### config.mk
export PLATFORM = sky130hd
export DESIGN_NAME = sti_cell
export DESIGN_NICKNAME = d
export VERILOG_FILES = /design/src/design/sti_pkg.sv /design/src/design/sti_cell.sv
export SDC_FILE = /design/constraint.sdc
export NUM_CORES = 1
export LEC_CHECK = 0
export BUFFER_PORTS_ARGS = -buffer_cell sky130_fd_sc_hd__buf_2
export CAP_MARGIN = 20
export CELL_PAD_IN_SITES_DETAIL_PLACEMENT = 0
export CELL_PAD_IN_SITES_GLOBAL_PLACEMENT = 1
export CORE_ASPECT_RATIO = 0.8
export CORE_MARGIN = 10
export CORE_UTILIZATION = 40
export CTS_BUF_LIST = sky130_fd_sc_hd__clkbuf_2 sky130_fd_sc_hd__clkbuf_4 sky130_fd_sc_hd__clkbuf_8
export DETAILED_ROUTE_END_ITERATION = 6
export HOLD_SLACK_MARGIN = 0.12
export PLACE_DENSITY_LB_ADDON = 0.1
export SETUP_SLACK_MARGIN = 0.2
export SLEW_MARGIN = 30
export SYNTH_ARGS = -nofsm -noshare
export SYNTH_HDL_FRONTEND = slang
export SYNTH_SLANG_ARGS = --single-unit
### constraint.sdc
create_clock -name clock -period 11.45 [get_ports clock]
set_input_delay 0.5725 -clock clock [delete_from_list [all_inputs] [get_ports clock]]
set_output_delay 0.5725 -clock clock [all_outputs]
set_load 0.05 [all_outputs]
### src/design/sti_pkg.sv
package sti_pkg;

   localparam int KEY_W   = 32;
   localparam int DATA_W  = 32;
   localparam int INDEX_W = 6;
   localparam int POS_W   = 7;

   localparam logic [1:0] REQ_APPEND = 2'd0;
   localparam logic [1:0] REQ_INSERT = 2'd1;
   localparam logic [1:0] REQ_READ   = 2'd2;

   localparam logic [1:0] ST_OK    = 2'd0;
   localparam logic [1:0] ST_FULL  = 2'd1;
   localparam logic [1:0] ST_RANGE = 2'd2;

   typedef struct packed {
      logic                     append;
      logic                     insert;
      logic                     read;
      logic signed [KEY_W-1:0]  key;
      logic [DATA_W-1:0]        payload;
      logic [INDEX_W-1:0]       read_index;
   } cmd_type;

   typedef struct packed {
      logic gt;
      logic place;
      logic hit;
   } cell_flags_type;

endpackage

### src/design/sti_cell.sv
module sti_cell #(
   parameter int IDX   = 0,
   parameter int CNT_W = 7
) (
   input  logic                            clock,
   input  sti_pkg::cmd_type                cmd,
   input  logic [CNT_W-1:0]                count,
   input  logic                            gt_left,
   input  logic signed [sti_pkg::KEY_W-1:0] left_key,
   input  logic [sti_pkg::DATA_W-1:0]      left_payload,
   output logic signed [sti_pkg::KEY_W-1:0] key_ff,
   output logic [sti_pkg::DATA_W-1:0]      payload_ff,
   output sti_pkg::cell_flags_type         flags
);
   import sti_pkg::*;

   logic signed [KEY_W-1:0] key_in;
   logic [DATA_W-1:0]       payload_in;
   logic                    occupied;
   logic                    at_end;
   logic                    shift;

   assign occupied = CNT_W'(IDX) < count;
   assign at_end   = CNT_W'(IDX) == count;

   always_comb begin
      flags.gt    = occupied && (cmd.key < key_ff);
      flags.place = (cmd.append && at_end) ||
                    (cmd.insert && !gt_left && (flags.gt || at_end));
      flags.hit   = cmd.read && ((IDX >> INDEX_W) == 0) &&
                    (INDEX_W'(IDX) == cmd.read_index);
      shift       = cmd.insert && gt_left && (occupied || at_end);
   end

   always_comb begin
      key_in     = key_ff;
      payload_in = payload_ff;
      if (flags.place) begin
         key_in     = cmd.key;
         payload_in = cmd.payload;
      end else if (shift) begin
         key_in     = left_key;
         payload_in = left_payload;
      end
   end

   always_ff @(posedge clock) begin
      key_ff     <= key_in;
      payload_ff <= payload_in;
   end

endmodule

==> key figures, run 1 <==
Die
  • DIE WIDTH: 157.7 um
  • Core area: 14960 um^2
  • Die Height: 130.1 um
  • Initial core utilization: 0.4053
  • # rows: 40
  • Top Ports: 213
  • Full die area: 20520 um^2

Drt
  • Vias/cell: 5.845
  • WL final: 22380 um
  • DRC viols: 0
  • First-pass DRT Iterations: 7
  • Routed Antenna Nets: 0
  • WL/cell: 19.73 um
  • Via count: 6628
  • Initial DRC Count: 553

Critical path
  • Critical path required time: 10.88 ns
  • Reg2Reg Depth: 11
  • Reg-to-reg startpoint: key_ff[14]
  • Worst endpoint data arrival time: 3.88 ns
  • CP Max Fanout: 38
  • Worst Setup Start Kind: flip-flop
  • Endpoint class of the critical path: output pin
  • Reg-to-reg endpoint: payload_ff[7]
  • Kind of critical path: flip-flop to output pin
  • R2R setup slack: 7.16 ns

Place
  • Placed Cells incl. Taps: 1117
  • Hpwl dp: 14820 um
  • IO buf count: 212
  • GPL Wtd Cong: 0.8431

Cells and area
  • Area grow syn2layout: 20.14%
  • Share of cells above drive strength 1: 0.2627
  • Nets: 1116
  • Non-filler cells, final: 1134

Power and ir drop
  • Worst vdd ir: 0.05755 mV
  • Clock power frac: 0.216
  • Internal power: 469.9 uW
  • Sequential Power Share: 0.382
  • Switching Fraction: 0.4111
  • Pwr dens: 109.5 nW/um^2
  • Leak: 0.002933 uW
  • P_sw: 328.0 uW
  • Gate power share: 0.402

GRT
  • Overflow after GRT: 0
  • Gr usage total: 0.2127
  • Initial antenna violation count: 1
  • Global-route wire length before repair: 34980 um
  • Largest net degree at the start of global routing: 74
  • Vias in the first global route: 6545

CTS
  • CTS Buffer Depth: 2
  • CTS tree: yes
  • Clock Pin Slew Worst Setup and Hold Paths: 0.07 ns
  • Setup Buffers After CTS: 0
  • Root buffer cell: clkbuf_8
  • Num CTS Buffers: 9
  • Hold-fix buffers, CTS: 0
  • H-tree depth: 3
  • CTS resizes: 0
  • Clk_lat worst skew: 0.37 ns
  • CTS Sinks: 64

STA
  • Period utilization: 0.3885
  • Slew @ Worst Pin: 0.8129 ns
  • Final hold vios: 0
  • Max-slew violations: 0
  • Post-route setup TNS: 0 ns
  • RSZ-0062 raised after global routing: no
  • Max frequency: 0.2248 GHz
  • Tmin final: 4.449 ns
  • Max_slew headroom: 0.4581
  • Clock Skew: 0.01177 ns
  • Setup Viol. Count Final: 0

Synth
  • Post-synth top area share: 0.3169
  • Distinct cells, synth: 33
  • Post-synthesis area per instance: 7.785 um^2
  • Synth top area cells: edfxtp_1 32%, o211ai_1 16%, nand3_1 11%
  • Ys Warns: 0
  • Syn nets: 956
  • Flops & latches, synth: 64
  • Sequential area share after synthesis: 0.3169
  • Top cell type by total area after synthesis: edfxtp_1
  • Cell count after synthesis: 779
  • Synthesized area: 6065 um^2

Hold path
  • Worst Hold End: payload_ff[11]
  • HP Start: cmd[17]
  • Hold path cells: 3
  • Min-delay worst type: input pin to flip-flop

Outcome
  • Run status: completed

Flow run
  • Max-cap viol count: 0
[state kept, by name, summed over array words and instances, names as in the netlist]
register    cells
key_ff         32
payload_ff     32
[cell type report]
type | count | area, um^2
sequential | 64 | 1922
inverter | 32 | 120.1
antenna | 1 | 2.502
multi-input combinational | 607 | 3681
clock inverter | 6 | 26.28
tap | 189 | 236.5
clock buffer | 10 | 131.4
fill | 1454 | 7679
timing repair buffer | 225 | 1166
[cells in the mapped netlist]
cell type,count
nand2_1,139
nand3_1,129
o211ai_1,128
nor2b_1,65
and3_1,64
edfxtp_1,64
clkbuf_1,34
inv_1,32
ha_1,31
buf_2,18
a21oi_1,14
buf_4,14
buf_1,7
nand4_1,6
nor2_1,5
o21ai_0,5
buf_6,3
nor3_1,3
a21o_1,2
nand2b_1,2
o21a_1,2
a2111oi_0,1
a221oi_1,1
a2bb2oi_1,1
a31oi_1,1
and2_1,1
nor4_1,1
nor4_4,1
o21a_2,1
o21ai_1,1
or4_1,1
or4b_1,1
or4b_2,1
[power groups by stage]
stage | Combinational (uW) | Clock [uW] | Sequential, uW
6_report | 321 | 172 | 305
5_1_grt | 350 | 186 | 307
4_1_cts | 323 | 178 | 305
3_5_place_dp | 322 | 0 | 309
3_3_place_gp | 314 | 0 | 311
2_1_floorplan | 143 | 0 | 390
[cell usage in the layout (no fill, tap or decap), drive strengths merged, types with 2 or more instances in the layout]
cell    Yosys  routed
nor3        3       3
o211ai    128     128
nor4        2       2
nor2        5       5
a21o        2       2
nand2     139     139
o21a        3       3
nand4       6       6
nand2b      2       2
nor2b      65      65
ha         31      31
clkinv      0       6
nand3     129     129
or4b        2       2
clkbuf     34      10
and3       64      64
inv        32      32
a21oi      14      14
buf        42     225
edfxtp     64      64
o21ai       6       6
[worst max path at each step]
stage | start | to | slack [ns] | cells after the start
floorplan | key_ff[9] | key_ff[0] | 5.69 | 10
global placement | count[5] | payload_ff[4] | 6.50 | 9
detailed placement | count[6] | payload_ff[4] | 6.65 | 10
CTS | key_ff[14] | flags[1] | 7.00 | 10
global route | key_ff[14] | flags[1] | 6.75 | 10
finish | key_ff[14] | flags[1] | 7.00 | 10
[per-layer routing]
| layer | wire [um] | up-vias | GRT usage |
|---|---|---|---|
| li1 | - | 3166 | - |
| met1 | 9655 | 3157 | 0.2721 |
| met2 | 10200 | 282 | 0.3324 |
| met3 | 2256 | 23 | 0.07730 |
| met4 | 271 | 0 | 0.05598 |
| met5 | 0 | - | 0 |
[kinds of logic (layout without fill, tap and decap cells)]
| group | after synthesis | after routing | share of synthesized area |
|---|---|---|---|
| buffers and inverters | 108 | 273 | 0.08294 |
| adder cells (fa/ha/maj) | 31 | 31 | 0.06396 |
| other | 0 | 1 | 0 |
| AO/OA/AOI/OAI | 157 | 157 | 0.1867 |
| flip-flops | 64 | 64 | 0.3169 |
| AND/OR/NAND/NOR | 419 | 419 | 0.3495 |
[worst max-delay path: stages, from the launching register on]
cell	delay, ns
edfxtp_1	0.36
inv_1	0.05
ha_1	0.32
nand4_1	0.13
nor3_1	0.34
or4b_1	0.52
a31oi_4	0.21
o21a_2	0.60
buf_4	0.54
o21ai_1	0.14
buf_2	0.23
[through the flow]
stage            util  hold WS (ns)  instance area, um^2  total power [uW]  setup WS (ns)
6_report       0.4869        0.5990                 7286             797.9          7.001
4_1_cts        0.4867        0.5811                 7283             805.4          7.000
2_1_floorplan       -        0.8485                 6065             532.9          5.694
3_3_place_gp   0.4752        0.9670                 7111             624.9          6.503
5_1_grt        0.4867        0.5962                 7283             842.4          6.753
3_5_place_dp   0.4762        0.9796                 7126             631.3          6.652
(Power assumes the default switching activity.)
==> inputs of run 2 (changes only) <==
--- a/config.mk
+++ b/config.mk
@@ -5,13 +5,14 @@
 export SDC_FILE = /design/constraint.sdc
 export NUM_CORES = 1
 export LEC_CHECK = 0
+export ABC_AREA = 1
 export BUFFER_PORTS_ARGS = -buffer_cell sky130_fd_sc_hd__buf_2
 export CAP_MARGIN = 20
 export CELL_PAD_IN_SITES_DETAIL_PLACEMENT = 0
 export CELL_PAD_IN_SITES_GLOBAL_PLACEMENT = 1
 export CORE_ASPECT_RATIO = 0.8
 export CORE_MARGIN = 10
-export CORE_UTILIZATION = 40
+export CORE_UTILIZATION = 29
 export CTS_BUF_LIST = sky130_fd_sc_hd__clkbuf_2 sky130_fd_sc_hd__clkbuf_4 sky130_fd_sc_hd__clkbuf_8
 export DETAILED_ROUTE_END_ITERATION = 6
 export HOLD_SLACK_MARGIN = 0.12
==> constraint.sdc (replaced) <==
create_clock -name clock -period 3.7 [get_ports clock]
set_input_delay 0.185 -clock clock [delete_from_list [all_inputs] [get_ports clock]]
set_output_delay 0.185 -clock clock [all_outputs]
set_load 0.05 [all_outputs]
==> key figures, run 2 <==
Cells and area
  • Nets: 882 (-21%)
  • Top flop regs: key_ff (32), payload_ff (32)
  • Design Area, Final: 5852 um^2 (-20%)
  • Most frequent cells in the layout: 212 x buf_2, 162 x nand2_1, 67 x nand3_1, 66 x dlygate4sd3_1, 64 x edfxtp_1
  • Fill count: 1339 (-7.9%)
  • # diodes: 0 (-1)
  • Area grow syn2layout: 54.41%
  • Commonest non-fill, non-tap cell in the layout: buf_2
  • Non-filler cells, final: 884 (-22%)
  • Share of cells above drive strength 1: 0.3371 (+0.07438)

Drt
  • Initial DRC Count: 134 (-76%)
  • First-pass DRT Iterations: 4 (-3)
  • WL final: 13460 um (-40%)
  • WL/cell: 15.22 um (-23%)
  • Routed Antenna Nets: 0 (unchanged)
  • Via count: 3812 (-42%)
  • Vias/cell: 4.312 (-26%)
  • DRC viols: 0 (unchanged)

CTS
  • Setup Buffers After CTS: 0 (unchanged)
  • CTS Sinks: 64 (unchanged)
  • CTS Buffer Depth: 2 (unchanged)
  • CTS resizes: 0 (unchanged)
  • CTS tree: yes
  • Root buffer cell: clkbuf_8
  • H-tree depth: 3 (unchanged)
  • Clock Pin Slew Worst Setup and Hold Paths: 0.07 ns (about the same)
  • Clk_lat worst skew: 0.34 ns (-0.03 ns)
  • Num CTS Buffers: 9 (unchanged)

Die
  • Top Ports: 213 (unchanged)
  • DIE WIDTH: 147.8 um (-6.3%)
  • Full die area: 18070 um^2 (-12%)
  • # rows: 37 (-7.5%)
  • Die Height: 122.3 um (-6.1%)
  • Initial core utilization: 0.2955 (-0.1097)
  • Core area: 12820 um^2 (-14%)

STA
  • Final hold vios: 0 (unchanged)
  • Slew @ Worst Pin: 0.7733 ns (-0.03957 ns)
  • Max-slew violations: 0 (unchanged)
  • Max frequency: 0.3152 GHz
  • Post-route setup TNS: 0 ns (unchanged)
  • Period utilization: 0.8575
  • Max_slew headroom: 0.4825 (+0.02443)
  • Clock Skew: 0.007377 ns (-0.004389 ns)
  • Tmin final: 3.173 ns
  • Setup Viol. Count Final: 0 (unchanged)
  • Final worst slack: 0.5272 ns (-6.474 ns)
  • Hold slack final: 0.1361 ns (-0.4629 ns)
  • RSZ-0062 raised after global routing: no

Synth
  • Synth Area in Compound Gates: 0.02905 (-0.1577)
  • Flops & latches, synth: 64 (unchanged)
  • Syn nets: 607 (-37%)
  • Synth top area cells: edfxtp_1 51%, nand2_1 16%, ha_1 10%
  • Cell count after synthesis: 430 (-45%)
  • Post-synth top area share: 0.5071 (+0.1902)
  • Post-synthesis area per instance: 8.814 um^2 (+13%)
  • Count leader, synth: nand2_1
  • Post-synthesis async set-or-reset flop share: 0 (unchanged)
  • Commonest cells in the netlist: 163 x nand2_1, 67 x nand3_1, 64 x edfxtp_1, 44 x inv_1, 31 x ha_1
  • Ys Warns: 0 (unchanged)
  • Top cell type by total area after synthesis: edfxtp_1
  • Post-synth EDFFs: 64 (unchanged)
  • Synth Area in XOR/XNOR: 0 (unchanged)
  • Distinct cells, synth: 22 (-33%)
  • Post-synthesis mux area share: 0 (unchanged)
  • Sequential area share after synthesis: 0.5071 (+0.1902)
  • Post-synthesis simple-gate area fraction: 0.2773 (-0.07218)
  • Ys flop type: edfxtp_1
  • Synthesized area: 3790 um^2 (-38%)
  • Largest family of logic cells by synthesized area: simple AND/OR/NAND/NOR gates
  • Synth Area in Adders: 0.1023 (+0.03839)

GRT
  • Global-route wire length before repair: 20900 um (-40%)
  • Gr usage total: 0.1443 (-0.06834)
  • Initial antenna violation count: 0 (-1)
  • Vias in the first global route: 4046 (-38%)
  • Overflow after GRT: 0 (unchanged)
  • Largest net degree at the start of global routing: 42 (-43%)

Critical path
  • CP Max Fanout: 35 (-7.9%)
  • Critical path required time: 3.79 ns (-7.09 ns)
  • Worst endpoint data arrival time: 3.27 ns (-0.61 ns)
  • CP Cell Sequence: inv_1 -> ha_1 -> a21oi_1 -> nor2_1 -> nor3_2 -> nand2_1 -> nand2_1 -> nand2_1 -> nand2_1 -> nand3_1 -> nand3_2 -> buf_4 -> nand2_2 -> buf_4 -> nand2_1 -> nand2_1 -> dlygate4sd3_1
  • R2R setup slack: 0.53 ns (-6.63 ns)
  • Slowest-stage cell, CP: dlygate4sd3_1
  • Endpoint class of the critical path: flip-flop
  • Kind of critical path: flip-flop to flip-flop
  • Critical path launch point: key_ff[5]
  • Reg-to-reg endpoint: payload_ff[20]
  • Crit-path max cell delay: 0.55 ns (-0.05 ns)
  • Reg-to-reg startpoint: key_ff[5]
  • Reg2Reg Depth: 17 (+6)
  • Worst Setup Start Kind: flip-flop
  • CP most frequent cell: nand2_1

Hold path
  • Worst Hold End: payload_ff[21]
  • HP Start: left_payload[21]
  • Hold path cells: 3 (unchanged)
  • Min-delay worst type: input pin to flip-flop

Place
  • GPL Wtd Cong: 0.7526 (-11%)
  • Placement Setup Slack: 0.9126 ns (-5.739 ns)
  • Hpwl dp: 10210 um (-31%)
  • Area post-placement: 4982 um^2 (-30%)
  • IO buf count: 212 (unchanged)
  • Placed Cells incl. Taps: 803 (-28%)

Power and ir drop
  • Worst vdd ir: 0.1522 mV (+160%)
  • Leak: 0.003047 uW (+3.9%)
  • Pwr dens: 385.8 nW/um^2 (+250%)

Flow run
  • Max-cap viol count: 0 (unchanged)

Outcome
  • Run status: completed
[run 2: changes by cell type after synthesis, sizes merged, moves of 25 or more]
cell	change
nor2b	-65
nand3	-61
nand2	+25
and3	-63
clkbuf	-34
o211ai	-128
[run 2: critical path, delay by kind of cell (launching register included)]
kind / cells / cell delay (ns)
buffers and inverters: 4 / 1.19
and+or+nand+nor: 11 / 0.92
DFF: 1 / 0.39
adders and majority gates: 1 / 0.23
AOI/OAI and AO/OA: 1 / 0.16
[run 2: worst max-delay path by stage]
stage	endpoint	slack, ns	depth (start not counted)
final	payload_ff[20]	0.53	17
after global placement	key_ff[25]	0.96	15
after floorplan	key_ff[0]	0.50	13
after detailed placement	payload_ff[0]	0.91	15
after global routing	payload_ff[20]	0.24	17
after CTS	payload_ff[13]	0.52	17
[run 2: per-stage QoR]
step / utilization / power (uW)
after global placement: 0.3885 / 1567
after global routing: 0.4563 / 2391
after floorplan: - / 1366
after detailed placement: 0.3885 / 1571
final: 0.4563 / 2258
after CTS: 0.4563 / 2294
[run 2: cell type report]
| class | instances | area [um^2] | area share |
|---|---|---|---|
| clock buffer | 9 | 123.9 | 0.02117 |
| clock inverter | 6 | 85.08 | 0.01454 |
| inverter | 44 | 165.2 | 0.02822 |
| multi-input combinational | 301 | 1563 | 0.2671 |
| sequential | 64 | 1922 | 0.3284 |
| tap | 175 | 219.0 | 0.03742 |
| timing repair buffer | 285 | 1774 | 0.3032 |
[run 2: per-layer routing]
layer / up-vias / GRT usage / routed length, um
li1: 1977 / - / -
met1: 1713 / 0.1692 / 5665
met2: 114 / 0.2410 / 6474
met3: 8 / 0.06289 / 1211
met4: 0 / 0.03337 / 105
met5: - / 0 / 0
[run 2: report_power, final]
group	total [uW]	switching (uW)	internal, uW
Sequential	902	20.9	882
Combinational	702	473	229
Clock	653	280	373
[run 2: timing repair]
item,4_1_cts,5_1_grt
hold buffers,66,0
setup endpoints to repair,0,0
hold endpoints to repair,60,0
[run 2: cells by family after synthesis]
kind of cell               Yosys count
DFF                                 64
AOI/OAI and AO/OA                   21
buffers and inverters               65
adders and majority gates           31
and+or+nand+nor                    249
==> inputs of run 3 (changes only) <==
--- a/config.mk
+++ b/config.mk
@@ -12,7 +12,7 @@
 export CELL_PAD_IN_SITES_GLOBAL_PLACEMENT = 1
 export CORE_ASPECT_RATIO = 0.8
 export CORE_MARGIN = 10
-export CORE_UTILIZATION = 29
+export CORE_UTILIZATION = 32
 export CTS_BUF_LIST = sky130_fd_sc_hd__clkbuf_2 sky130_fd_sc_hd__clkbuf_4 sky130_fd_sc_hd__clkbuf_8
 export DETAILED_ROUTE_END_ITERATION = 6
 export HOLD_SLACK_MARGIN = 0.12
==> constraint.sdc (replaced) <==
create_clock -name clock -period 3.55 [get_ports clock]
set_input_delay 0.1775 -clock clock [delete_from_list [all_inputs] [get_ports clock]]
set_output_delay 0.1775 -clock clock [all_outputs]
set_load 0.05 [all_outputs]
==> key figures, run 3 (synthesis gave the netlist of run 2 again) <==
Place
  • Hpwl dp: 9700 um (-5.0%)
  • GPL Wtd Cong: 0.7698 (+2.3%)
  • Area post-placement: 4933 um^2 (-0.98%)
  • IO buf count: 212 (unchanged)

Cells and area
  • Nets: 897 (+1.7%)
  • Top flop regs: key_ff (32), payload_ff (32)
  • Design Area, Final: 5959 um^2 (+1.8%)
  • Commonest non-fill, non-tap cell in the layout: buf_2
  • # diodes: 0 (unchanged)
  • Share of cells above drive strength 1: 0.3297 (-0.007439)
  • Most frequent cells in the layout: 212 x buf_2, 162 x nand2_1, 83 x dlygate4sd3_1, 67 x nand3_1, 64 x edfxtp_1
  • Area grow syn2layout: 57.25%

Die
  • Initial core utilization: 0.3278 (+0.03227)
  • Die Height: 117.3 um (-4.0%)
  • Full die area: 16620 um^2 (-8.0%)
  • Top Ports: 213 (unchanged)
  • DIE WIDTH: 141.7 um (-4.2%)
  • Core area: 11560 um^2 (-9.8%)
  • # rows: 35 (-5.4%)

CTS
  • CTS Sinks: 64 (unchanged)
  • CTS tree: yes
  • CTS Buffer Depth: 2 (unchanged)
  • H-tree depth: 3 (unchanged)
  • Root buffer cell: clkbuf_8
  • Clock Pin Slew Worst Setup and Hold Paths: 0.07 ns (about the same)
  • Num CTS Buffers: 9 (unchanged)
  • Clk_lat worst skew: 0.35 ns (about the same)

Drt
  • Routed Antenna Nets: 0 (unchanged)
  • WL/cell: 15.57 um (+2.3%)
  • Vias/cell: 4.505 (+4.5%)
  • WL final: 13590 um (+1.0%)
  • First-pass DRT Iterations: 4 (unchanged)
  • Via count: 3933 (+3.2%)
  • DRC viols: 0 (unchanged)
  • Initial DRC Count: 152 (+13%)

Flow run
  • Max-cap viol count: 0 (unchanged)

Hold path
  • Min-delay worst type: input pin to flip-flop
  • Hold path cells: 3 (unchanged)

Power and ir drop
  • Worst vdd ir: 0.1800 mV (+18%)
  • Leak: 0.003105 uW (+1.9%)
  • Pwr dens: 388.6 nW/um^2 (+0.72%)
  • Total chip power: 2316 uW (+2.6%)

STA
  • Slew @ Worst Pin: 0.7350 ns (-0.03832 ns)
  • Max-slew violations: 0 (unchanged)
  • Final hold vios: 0 (unchanged)
  • Max frequency: 0.3300 GHz (+4.7%)
  • Period utilization: 0.8536 (-0.003871)
  • Post-route setup TNS: 0 ns (unchanged)
  • Clock Skew: 0.007548 ns (+0.0001714 ns)
  • Setup Viol. Count Final: 0 (unchanged)
  • Tmin final: 3.030 ns (-0.1424 ns)
  • RSZ-0062 raised after global routing: no
  • Max_slew headroom: 0.5100 (+0.02750)

Critical path
  • Endpoint class of the critical path: flip-flop
  • CP most frequent cell: nand2_1
  • CP Max Fanout: 64 (+83%)
  • Worst Setup Start Kind: flip-flop
  • Critical path required time: 3.76 ns (-0.03 ns)
  • Kind of critical path: flip-flop to flip-flop
  • Critical path's top delay family: buffers and inverters
  • Worst endpoint data arrival time: 3.24 ns (-0.03 ns)
  • Reg2Reg Depth: 15 (-2)
  • Slowest-stage cell, CP: buf_4
  • Crit-path max cell delay: 0.58 ns (+0.03 ns)
  • R2R setup slack: 0.52 ns (about the same)
  • Critical path buffer and inverter count: 3 (-1)
  • CP Cell Sequence: inv_1 -> ha_1 -> a21oi_1 -> nor2_1 -> nor3_2 -> nand2_1 -> nand2_1 -> nand2_1 -> nand2_1 -> nand3_1 -> nand3_2 -> buf_4 -> nand3_1 -> nand2_1 -> dlygate4sd3_1
  • Number of cells on the critical path: 15 (-2)

GRT
  • Initial antenna violation count: 0 (unchanged)
  • Vias in the first global route: 4294 (+6.1%)
  • Gr usage total: 0.1620 (+0.01768)
  • Overflow after GRT: 0 (unchanged)
  • Global-route wire length before repair: 21770 um (+4.2%)
  • Largest net degree at the start of global routing: 66 (+57%)

Outcome
  • Run status: completed
## run 3: cell count changes in the layout (fill, tap and decap cells not counted), sizes merged
cell | previous run | this run
buf | 219 | 217
bufinv | 2 | 1
clkbuf | 9 | 10
clkinvlp | 1 | 2
dlygate4sd3 | 66 | 83
## run 3: area by class of cell
type,instances,area (um^2)
fill,1179,5602
timing repair buffer,300,1933
sequential,64,1922
multi-input combinational,301,1563
tap,148,185.2
inverter,44,165.2
clock buffer,10,131.4
clock inverter,6,60.06
## run 3: per-layer routing
metal | track usage | routed length [um] | up-vias
li1 | - | - | 2007
met1 | 0.1740 | 5344 | 1770
met2 | 0.2739 | 6696 | 147
met3 | 0.08266 | 1400 | 9
met4 | 0.04145 | 153 | 0
met5 | 0 | 0 | -
## run 3: worst reg2reg max path: cells and delay by family, from the launching register on
family	cells	cell delay (ns)
adder cells (fa/ha/maj)	1	0.23
buffers and inverters	3	1.20
AND/OR/NAND/NOR	10	0.93
AO/OA/AOI/OAI	1	0.15
flip-flops	1	0.39
## run 3: what timing repair did
item,in CTS,in global routing
hold buffers,83,0
endpoints found under the hold margin,64,0
gates resized for setup,0,1
setup buffers,0,0
endpoints found under the setup margin,0,4
## run 3: path summary, 6_finish.rpt
check | from | to
hold reg to reg | key_ff[31] | key_ff[22]
hold / removal | cmd[21] | payload_ff[15]
setup / recovery | key_ff[5] | payload_ff[21]
setup reg to reg | key_ff[5] | payload_ff[21]
## run 3: stage by stage
stage            util  setup slack, ns  hold slack [ns]  cells
2_1_floorplan       -           0.3544           0.3561    430
3_3_place_gp   0.4267           0.9431           0.4416    774
3_5_place_dp   0.4267           0.8700           0.4444    774
4_1_cts        0.5152           0.4523           0.1206    873
5_1_grt        0.5155           0.2168           0.1272    873
6_report       0.5155           0.5196           0.1387    873
## run 3: where the power goes
group | total (uW) | switching, uW | internal, uW
Sequential | 940 | 21.5 | 919
Combinational | 752 | 496 | 256
Clock | 623 | 295 | 328
Total | 2320 | 812 | 1500
